**src/rc5_etd_pkg.sv**
```systemverilog
`timescale 1ns / 1ps
// ----------------------------------------------------------------------------
// rc5_etd_pkg
// Shared constants, types and helpers for the RC5 edge timing decoder.
// ----------------------------------------------------------------------------
package rc5_etd_pkg;

	localparam int FRAME_BITS = 14;
	localparam int CNT_W      = $clog2(FRAME_BITS);
	localparam int GAP_W      = 16;
	localparam int WORD_OUT_W = 14;
	// shift word covers both the frame length and the visible frame word
	localparam int WORD_W     = (FRAME_BITS > WORD_OUT_W) ? FRAME_BITS : WORD_OUT_W;
	localparam int CMD_W      = 6;
	localparam int CMD_LSB    = 8;
	localparam int IN_TDATA_W = 16;
	localparam int OUT_TDATA_W = 24;
	localparam int APB_ADDR_W = 4;
	localparam int APB_DATA_W = 32;

	localparam logic [GAP_W-1:0] RESTART_GAP_RST = GAP_W'(3000);
	localparam logic [GAP_W-1:0] HALF_BIT_RST    = GAP_W'(1500);
	localparam logic [CMD_W-1:0] PLAY_CMD_RST    = CMD_W'(12);

	// register index = paddr[3:2]
	localparam logic [1:0] REG_RESTART_GAP = 2'd0;
	localparam logic [1:0] REG_HALF_BIT    = 2'd1;
	localparam logic [1:0] REG_PLAY_CMD    = 2'd2;

	typedef struct packed {
		logic [GAP_W-1:0] restart_gap_us;
		logic [GAP_W-1:0] half_bit_limit_us;
		logic [CMD_W-1:0] play_cmd;
	} cfg_t;

	typedef struct packed {
		logic [WORD_OUT_W-1:0] frame_word;
		logic [CMD_W-1:0]      command_code;
		logic                  start_ok;
		logic                  is_play;
	} result_t;

	function automatic logic [CMD_W-1:0] reverse_cmd(input logic [CMD_W-1:0] v);
		logic [CMD_W-1:0] r;
		for (int i = 0; i < CMD_W; i++) begin
			r[CMD_W-1-i] = v[i];
		end
		return r;
	endfunction

endpackage

```
**src/rc5_etd_apb_regs.sv**
```systemverilog
`timescale 1ns / 1ps
// ----------------------------------------------------------------------------
// rc5_etd_apb_regs
// APB register file holding the decoder timing limits and the play code.
// ----------------------------------------------------------------------------
module rc5_etd_apb_regs (
	input  logic                               clk,
	input  logic                               arst_n,
	input  logic                               psel,
	input  logic                               penable,
	input  logic                               pwrite,
	input  logic [rc5_etd_pkg::APB_ADDR_W-1:0] paddr,
	input  logic [rc5_etd_pkg::APB_DATA_W-1:0] pwdata,
	output logic [rc5_etd_pkg::APB_DATA_W-1:0] prdata,
	output logic                               pready,
	output rc5_etd_pkg::cfg_t                  cfg
);
	import rc5_etd_pkg::*;

	cfg_t       cfg_q;
	logic       wr_en;
	logic [1:0] reg_idx;

	assign pready  = 1'b1;
	assign wr_en   = psel & penable & pwrite & pready;
	assign reg_idx = paddr[3:2];
	assign cfg     = cfg_q;

	always_ff @(posedge clk or negedge arst_n) begin
		if (!arst_n) begin
			cfg_q.restart_gap_us    <= RESTART_GAP_RST;
			cfg_q.half_bit_limit_us <= HALF_BIT_RST;
			cfg_q.play_cmd          <= PLAY_CMD_RST;
		end else if (wr_en) begin
			case (reg_idx)
				REG_RESTART_GAP: cfg_q.restart_gap_us    <= pwdata[GAP_W-1:0];
				REG_HALF_BIT:    cfg_q.half_bit_limit_us <= pwdata[GAP_W-1:0];
				REG_PLAY_CMD:    cfg_q.play_cmd          <= pwdata[CMD_W-1:0];
				default: ;
			endcase
		end
	end

	always_comb begin
		case (reg_idx)
			REG_RESTART_GAP: prdata = APB_DATA_W'(cfg_q.restart_gap_us);
			REG_HALF_BIT:    prdata = APB_DATA_W'(cfg_q.half_bit_limit_us);
			REG_PLAY_CMD:    prdata = APB_DATA_W'(cfg_q.play_cmd);
			default:         prdata = '0;
		endcase
	end

endmodule

```
**src/rc5_etd_core.sv**
```systemverilog
`timescale 1ns / 1ps
// ----------------------------------------------------------------------------
// rc5_etd_core
// Edge input register, frame state and the per-edge decode step.
// ----------------------------------------------------------------------------
module rc5_etd_core (
	input  logic                          clk,
	input  logic                          arst_n,
	input  rc5_etd_pkg::cfg_t             cfg,
	input  logic                          in_valid,
	output logic                          in_ready,
	input  logic                          in_rise,
	input  logic [rc5_etd_pkg::GAP_W-1:0] in_interval,
	output logic                          res_valid,
	input  logic                          res_ready,
	output rc5_etd_pkg::result_t          res
);
	import rc5_etd_pkg::*;

	logic                  valid_s1;
	logic                  rise_s1;
	logic [GAP_W-1:0]      interval_s1;

	logic [WORD_W-1:0]     word_q;
	logic [CNT_W-1:0]      cnt_q;
	logic                  busy_q;

	logic                  advance;
	logic                  short_gap;
	logic                  last_bit;
	logic                  skip;
	logic                  new_bit;
	logic [WORD_W-1:0]     word_base;
	logic [CNT_W-1:0]      cnt_base;
	logic [WORD_W-1:0]     word_new;
	logic                  done;
	logic [CMD_W-1:0]      cmd;

	// stage advances whenever the result register can take a request
	assign advance  = res_ready;
	assign in_ready = !valid_s1 || advance;

	always_ff @(posedge clk or negedge arst_n) begin
		if (!arst_n) begin
			valid_s1 <= 1'b0;
		end else if (in_ready) begin
			valid_s1 <= in_valid;
		end
	end

	always_ff @(posedge clk) begin
		if (in_ready && in_valid) begin
			rise_s1     <= in_rise;
			interval_s1 <= in_interval;
		end
	end

	assign short_gap = interval_s1 < cfg.half_bit_limit_us;
	assign last_bit  = (cnt_q != '0) && word_q[cnt_q - CNT_W'(1)];

	always_comb begin
		word_base = word_q;
		cnt_base  = cnt_q;
		new_bit   = !rise_s1;
		skip      = 1'b0;
		if (!rise_s1) begin
			if (!busy_q || interval_s1 > cfg.restart_gap_us) begin
				word_base = '0;
				cnt_base  = '0;
			end else if (!last_bit && short_gap) begin
				skip = 1'b1;
			end
		end else begin
			// a rise outside a frame, or a repeated 1 inside half a bit, is mid-bit
			if (!busy_q || (last_bit && short_gap)) begin
				skip = 1'b1;
			end
		end
	end

	assign word_new = word_base | (WORD_W'(new_bit) << cnt_base);
	assign done     = cnt_base == CNT_W'(FRAME_BITS - 1);
	assign cmd      = reverse_cmd(word_new[CMD_LSB +: CMD_W]);

	assign res_valid        = valid_s1 && !skip && done;
	assign res.frame_word   = word_new[WORD_OUT_W-1:0];
	assign res.command_code = cmd;
	assign res.start_ok     = word_new[0] & word_new[1];
	assign res.is_play      = cmd == cfg.play_cmd;

	always_ff @(posedge clk or negedge arst_n) begin
		if (!arst_n) begin
			word_q <= '0;
			cnt_q  <= '0;
			busy_q <= 1'b0;
		end else if (valid_s1 && advance && !skip) begin
			if (done) begin
				word_q <= '0;
				cnt_q  <= '0;
				busy_q <= 1'b0;
			end else begin
				word_q <= word_new;
				cnt_q  <= cnt_base + CNT_W'(1);
				busy_q <= 1'b1;
			end
		end
	end

	a_idle_clean: assert property (@(posedge clk) disable iff (!arst_n)
		!busy_q |-> (cnt_q == '0 && word_q == '0))
		else $error("idle decoder holds stale frame state");

	a_done_goes_idle: assert property (@(posedge clk) disable iff (!arst_n)
		(res_valid && res_ready) |=> !busy_q)
		else $error("decoder still busy after frame completion");

	a_busy_has_bits: assert property (@(posedge clk) disable iff (!arst_n)
		busy_q |-> (cnt_q != '0 && word_q[0]))
		else $error("active frame lacks its leading 1 bit");

	a_no_emit_while_stalled: assert property (@(posedge clk) disable iff (!arst_n)
		(valid_s1 && !advance) |=> ($stable(cnt_q) && $stable(busy_q)))
		else $error("frame state moved while stage stalled");

endmodule

```
**src/rc5_etd_out_reg.sv**
```systemverilog
`timescale 1ns / 1ps
// ----------------------------------------------------------------------------
// rc5_etd_out_reg
// Result register feeding the master stream port.
// ----------------------------------------------------------------------------
module rc5_etd_out_reg (
	input  logic                 clk,
	input  logic                 arst_n,
	input  logic                 res_valid,
	output logic                 res_ready,
	input  rc5_etd_pkg::result_t res,
	output logic                 out_valid,
	input  logic                 out_ready,
	output rc5_etd_pkg::result_t out_res
);
	import rc5_etd_pkg::*;

	logic    valid_q;
	result_t res_q;

	assign res_ready = !valid_q || out_ready;
	assign out_valid = valid_q;
	assign out_res   = res_q;

	always_ff @(posedge clk or negedge arst_n) begin
		if (!arst_n) begin
			valid_q <= 1'b0;
		end else if (res_ready) begin
			valid_q <= res_valid;
		end
	end

	always_ff @(posedge clk) begin
		if (res_ready && res_valid) begin
			res_q <= res;
		end
	end

endmodule

```
**src/rc5_edge_timing_decoder.sv**
```systemverilog
`timescale 1ns / 1ps
// ----------------------------------------------------------------------------
// rc5_edge_timing_decoder
// RC5 infrared decoder working on edge polarity and inter-edge time.
// ----------------------------------------------------------------------------
// An edge that completes a frame passes the edge register, then the result
// register. Throughput: one edge per cycle unless m_tready stalls the output;
// the decode step is a compare and a shift.
// Reset: arst_n clears the frame state to idle and loads the default limits
// (restart gap 3000 us, half bit 1500 us, play code 12).
module rc5_edge_timing_decoder (
	input  logic                                clk,
	input  logic                                arst_n,
	// APB configuration
	input  logic                                psel,
	input  logic                                penable,
	input  logic                                pwrite,
	input  logic [rc5_etd_pkg::APB_ADDR_W-1:0]  paddr,
	input  logic [rc5_etd_pkg::APB_DATA_W-1:0]  pwdata,
	output logic [rc5_etd_pkg::APB_DATA_W-1:0]  prdata,
	output logic                                pready,
	// edge stream
	input  logic                                s_tvalid,
	output logic                                s_tready,
	input  logic [rc5_etd_pkg::IN_TDATA_W-1:0]  s_tdata,  // [15:0] interval_us
	input  logic                                s_tuser,  // [0] edge_is_rise
	// frame stream
	output logic                                m_tvalid,
	input  logic                                m_tready,
	// [13:0] frame_word, [19:14] command_code, [20] start_ok, [21] is_play,
	// [23:22] zero
	output logic [rc5_etd_pkg::OUT_TDATA_W-1:0] m_tdata
);
	import rc5_etd_pkg::*;

	cfg_t    cfg;
	result_t core_res;
	result_t out_res;
	logic    core_valid;
	logic    core_ready;

	rc5_etd_apb_regs u_regs (
		.clk     (clk),
		.arst_n  (arst_n),
		.psel    (psel),
		.penable (penable),
		.pwrite  (pwrite),
		.paddr   (paddr),
		.pwdata  (pwdata),
		.prdata  (prdata),
		.pready  (pready),
		.cfg     (cfg)
	);

	rc5_etd_core u_core (
		.clk         (clk),
		.arst_n      (arst_n),
		.cfg         (cfg),
		.in_valid    (s_tvalid),
		.in_ready    (s_tready),
		.in_rise     (s_tuser),
		.in_interval (s_tdata[GAP_W-1:0]),
		.res_valid   (core_valid),
		.res_ready   (core_ready),
		.res         (core_res)
	);

	rc5_etd_out_reg u_out (
		.clk       (clk),
		.arst_n    (arst_n),
		.res_valid (core_valid),
		.res_ready (core_ready),
		.res       (core_res),
		.out_valid (m_tvalid),
		.out_ready (m_tready),
		.out_res   (out_res)
	);

	assign m_tdata = {2'b00, out_res.is_play, out_res.start_ok,
		out_res.command_code, out_res.frame_word};

endmodule

```
**config.mk**
```make
export PLATFORM = sky130hd
export DESIGN_NAME = rc5_edge_timing_decoder
export DESIGN_NICKNAME = d
export VERILOG_FILES = /design/src/rc5_etd_pkg.sv /design/src/rc5_etd_apb_regs.sv /design/src/rc5_etd_core.sv /design/src/rc5_etd_out_reg.sv /design/src/rc5_edge_timing_decoder.sv
export SDC_FILE = /design/constraint.sdc
export NUM_CORES = 1
export LEC_CHECK = 0
export BUFFER_PORTS_ARGS = -buffer_cell sky130_fd_sc_hd__buf_2
export CORE_MARGIN = 10
export CORE_UTILIZATION = 49
export DETAILED_ROUTE_END_ITERATION = 8
export PLACE_DENSITY = 0.75
export SETUP_SLACK_MARGIN = 0.15
export SYNTH_ARGS = -nofsm -noshare
export SYNTH_HDL_FRONTEND = slang
export SYNTH_SLANG_ARGS = --single-unit
```
**constraint.sdc**
```tcl
create_clock -name clk -period 3.85 [get_ports clk]
set_input_delay 0.5775 -clock clk [delete_from_list [all_inputs] [get_ports clk]]
set_output_delay 0.5775 -clock clk [all_outputs]
set_load 0.05 [all_outputs]
```
==> results.toml <==
[setup_path]
worstSetupStartpointType = "flop"
worst-setup-path-type = "reg2reg"
path_cells = "inv_1 -> ha_1 -> mux4_2 -> o32a_1 -> nor2_1 -> nand4bb_1 -> o211ai_2 -> buf_4 -> a21oi_2 -> o32ai_1"
worst_ep_required_time_ps = 4100
critPathMaxStageDelay_ps = 540
cp.arrival_ps = 3410
cpMaxStageDelayCell = "mux4_2"
ff2ff_setup_slack_ps = 700
crit_fanout = 27
endpoint_kind = "flop"

[synth]
synthArstFlopShare_pct = 64.1
synth_area_um2 = 5220
avgSynthCellArea_um2 = 9.97
yosysUniqueCellTypes = 60
synth_top_area_cell = "dfrtp_1"
ys_ff_latch = 92
synth-edff-count = 33
ys.flop_type = "dfrtp_1"
ys_top_cells_by_area = "dfrtp_1 21%, edfxtp_1 19%, dfstp_2 8.0%, ha_1 7.7%, nand2_1 4.6%"
synth_top_area_share_pct = 20.6
synthCells = 524
ys_seq_area_share_pct = 47.6
synth_warnings = 0

[power]
intPower_w = 0.00209
p_comb_share_pct = 42.2
leakage_nw = 2.62
ir_drop_uv = 254
switching_share_pct = 41.4
power.switching_w = 0.00148
power_density_nw_per_um2 = 610
pwr-share-clk_pct = 18.6
p_seq_share_pct = 39.2

[timing]
setup_viol = 0
finalClockSkew_ps = 9.45
finalHoldViolations = 0
rsz0062_at_grt = "no"
hold-worst-slack_ps = 196
drv_slew = 0
min_period_ps = 3150
slew_headroom_pct = 42.4
worstMarginPinSlew_ps = 864
fmax_mhz = 317
tns_ps = 0
finalCritPeriodShare_pct = 81.9

[routing]
first_pass_iters = 4
routed_wl_mm = 13.0
antenna_left = 0
detail_route.iter0.violations = 225
drc = 0
num_vias = 4100
viasPerCell = 5.57
routedWlPerCell_um = 17.6

[die]
initial_core_util_pct = 50.4
dieArea_um2 = 15200
num_io_pins = 119
rows = 37
die_x_um = 123
core_region_area_um2 = 10400
die_h_um = 123

[cts]
cts.sinks = 92
hold_buffers = 0
htreeDepth = 3
cts-root-buf = "clkbuf_8"
cts_tree = "done"
ctsResizeCount = 0
post-cts-setup-buffers = 0
cts_buffers = 9
cts.path.max_buffers = 2
clock_latency_ps = 380
cts.clk_slew.worst_paths_ps = 90

[grt]
antenna_found_initial = 0
grt_use_total_pct = 17.4
grt_overflow = 0
grt_pass1_wl_mm = 20.9
grt_pass1_vias = 4246
grt_max_degree = 34

[finish]
postLayoutCellArea_um2 = 5850
syn_to_final_growth_pct = 12.0
drive_gt1_share_pct = 23.3
diodes = 0
fin_nets = 687

[placement]
hpwlAfterDp_mm = 9.71
io_buffers = 81
place.gp.congestion = 0.898
placed_cell_area_um2 = 5650

[run]
cap_viol_max_count = 0

[worst_hold_path]
holdCritPathClass = "in2async"

[outcome]
status = "finished clean"
[per-layer routing]
metal | routed length (um) | up-vias | track usage, %
met5 | 0 | - | 0
met1 | 5450 | 1981 | 21.2
met2 | 6380 | 137 | 29.7
met4 | 265 | 0 | 6.91
li1 | - | 1962 | -
met3 | 887 | 20 | 3.28
[registers in the layout, indices dropped and copies added (netlist names)]
name / cells
u_core.busy_q: 1
u_core.word_q: 14
u_core.valid_s1: 1
u_core.rise_s1: 1
u_core.cnt_q: 4
u_core.interval_s1: 16
u_regs.cfg: 38
u_out.out_res: 16
u_out.out_valid: 1
[worst paths after layout]
| check | startpoint | endpoint | depth (start not counted) |
|---|---|---|---|
| max reg2reg | u_core.cnt_q[1] | u_core.word_q[9] | 10 |
| min reg2reg | u_regs.cfg[33] | u_regs.cfg[33] | 2 |
| max | u_core.cnt_q[1] | u_core.word_q[9] | 10 |
| min | arst_n | u_regs.cfg[34] | 1 |
| min in group clk | s_tdata[7] | u_core.interval_s1[7] | 1 |
| max in group asynchronous | arst_n | u_regs.cfg[9] | 2 |
[metrics by stage]
stage                     setup WS [ps]  total power (W)  std cells  utilization, %
after CTS                           738          0.00357        736            56.4
final                               695          0.00357        736            56.4
after global routing                483          0.00380        736            56.4
after detailed placement            770          0.00290        720            54.5
after global placement              775          0.00285        720            54.5
after floorplan                     244          0.00256        541               -
[synthesized netlist by cell type (2+ instances only)]
library cell,number
edfxtp_1,33
o22ai_1,5
buf_6,3
nand2b_1,5
a21oi_1,23
mux2_2,9
or3_1,4
inv_1,44
mux2i_1,20
and4_1,4
buf_4,26
a211oi_1,6
a2111o_1,2
dfstp_2,16
o31ai_1,3
a31oi_1,3
nand3_1,8
nor4_1,2
o32a_1,2
nor2_1,37
ha_1,32
o211ai_1,2
nand2_1,64
o21a_1,2
dfrtp_1,43
clkbuf_1,17
nand4_1,4
o32ai_1,3
nor2b_1,7
o21ai_0,47
conb_1,2
xnor2_1,2
o41ai_1,7
nor3_1,11
[worst max-delay path, delay by kind of cell, from the launching register on]
family	cells	cell delay [ps]
AOI/OAI and AO/OA	4	790
muxes	1	540
and+or+nand+nor	2	490
buffers and inverters	2	330
DFF	1	350
adders and majority gates	1	520
[cell type report]
cell class                 instances  area [um^2]
fill                             927         4520
multi-input combinational        358         2350
timing repair buffer              90          473
sequential                        92         2490
inverter                          44          165
clock buffer                       9          124
clock inverter                     7         77.6
tap                              136          170
[power by group through the flow]
| stage | sequential (W) | clock (W) | combinational (W) |
|---|---|---|---|
| 2_1_floorplan | 0.00139 | 0 | 0.00117 |
| 3_3_place_gp | 0.00141 | 0 | 0.00145 |
| 3_5_place_dp | 0.00142 | 0 | 0.00148 |
| 4_1_cts | 0.00140 | 0.000677 | 0.00150 |
| 5_1_grt | 0.00142 | 0.000717 | 0.00166 |
| 6_report | 0.00140 | 0.000663 | 0.00150 |
[cells in the final DEF (no fill, tap or decap), drive strengths merged, types with 5 or more instances in the layout]
cell,synthesis,routed
o21ai,47,47
clkbuf,17,9
nand2,64,64
a211oi,6,6
edfxtp,33,33
buf,30,90
o22ai,5,5
mux2i,20,20
inv,44,44
nor2,37,37
mux2,10,10
ha,32,32
dfrtp,43,43
conb,2,19
nor2b,7,7
dfstp,16,16
a21oi,24,24
nand2b,5,5
nor3,11,11
o41ai,7,7
nand3,8,8
[cell families (layout without fill, tap and decap cells)]
| group | after synthesis | in the layout | share of synthesized area (%) |
|---|---|---|---|
| compound gates | 120 | 120 | 14.7 |
| xor+xnor | 2 | 2 | 0.335 |
| fa+ha+maj | 32 | 32 | 7.67 |
| buf+inv | 91 | 150 | 8.86 |
| flops | 92 | 92 | 47.6 |
| mux | 32 | 32 | 7.00 |
| other cells | 2 | 19 | 0.144 |
| simple gates | 153 | 153 | 13.7 |
No activity file was read; power rests on OpenSTA's default activity.
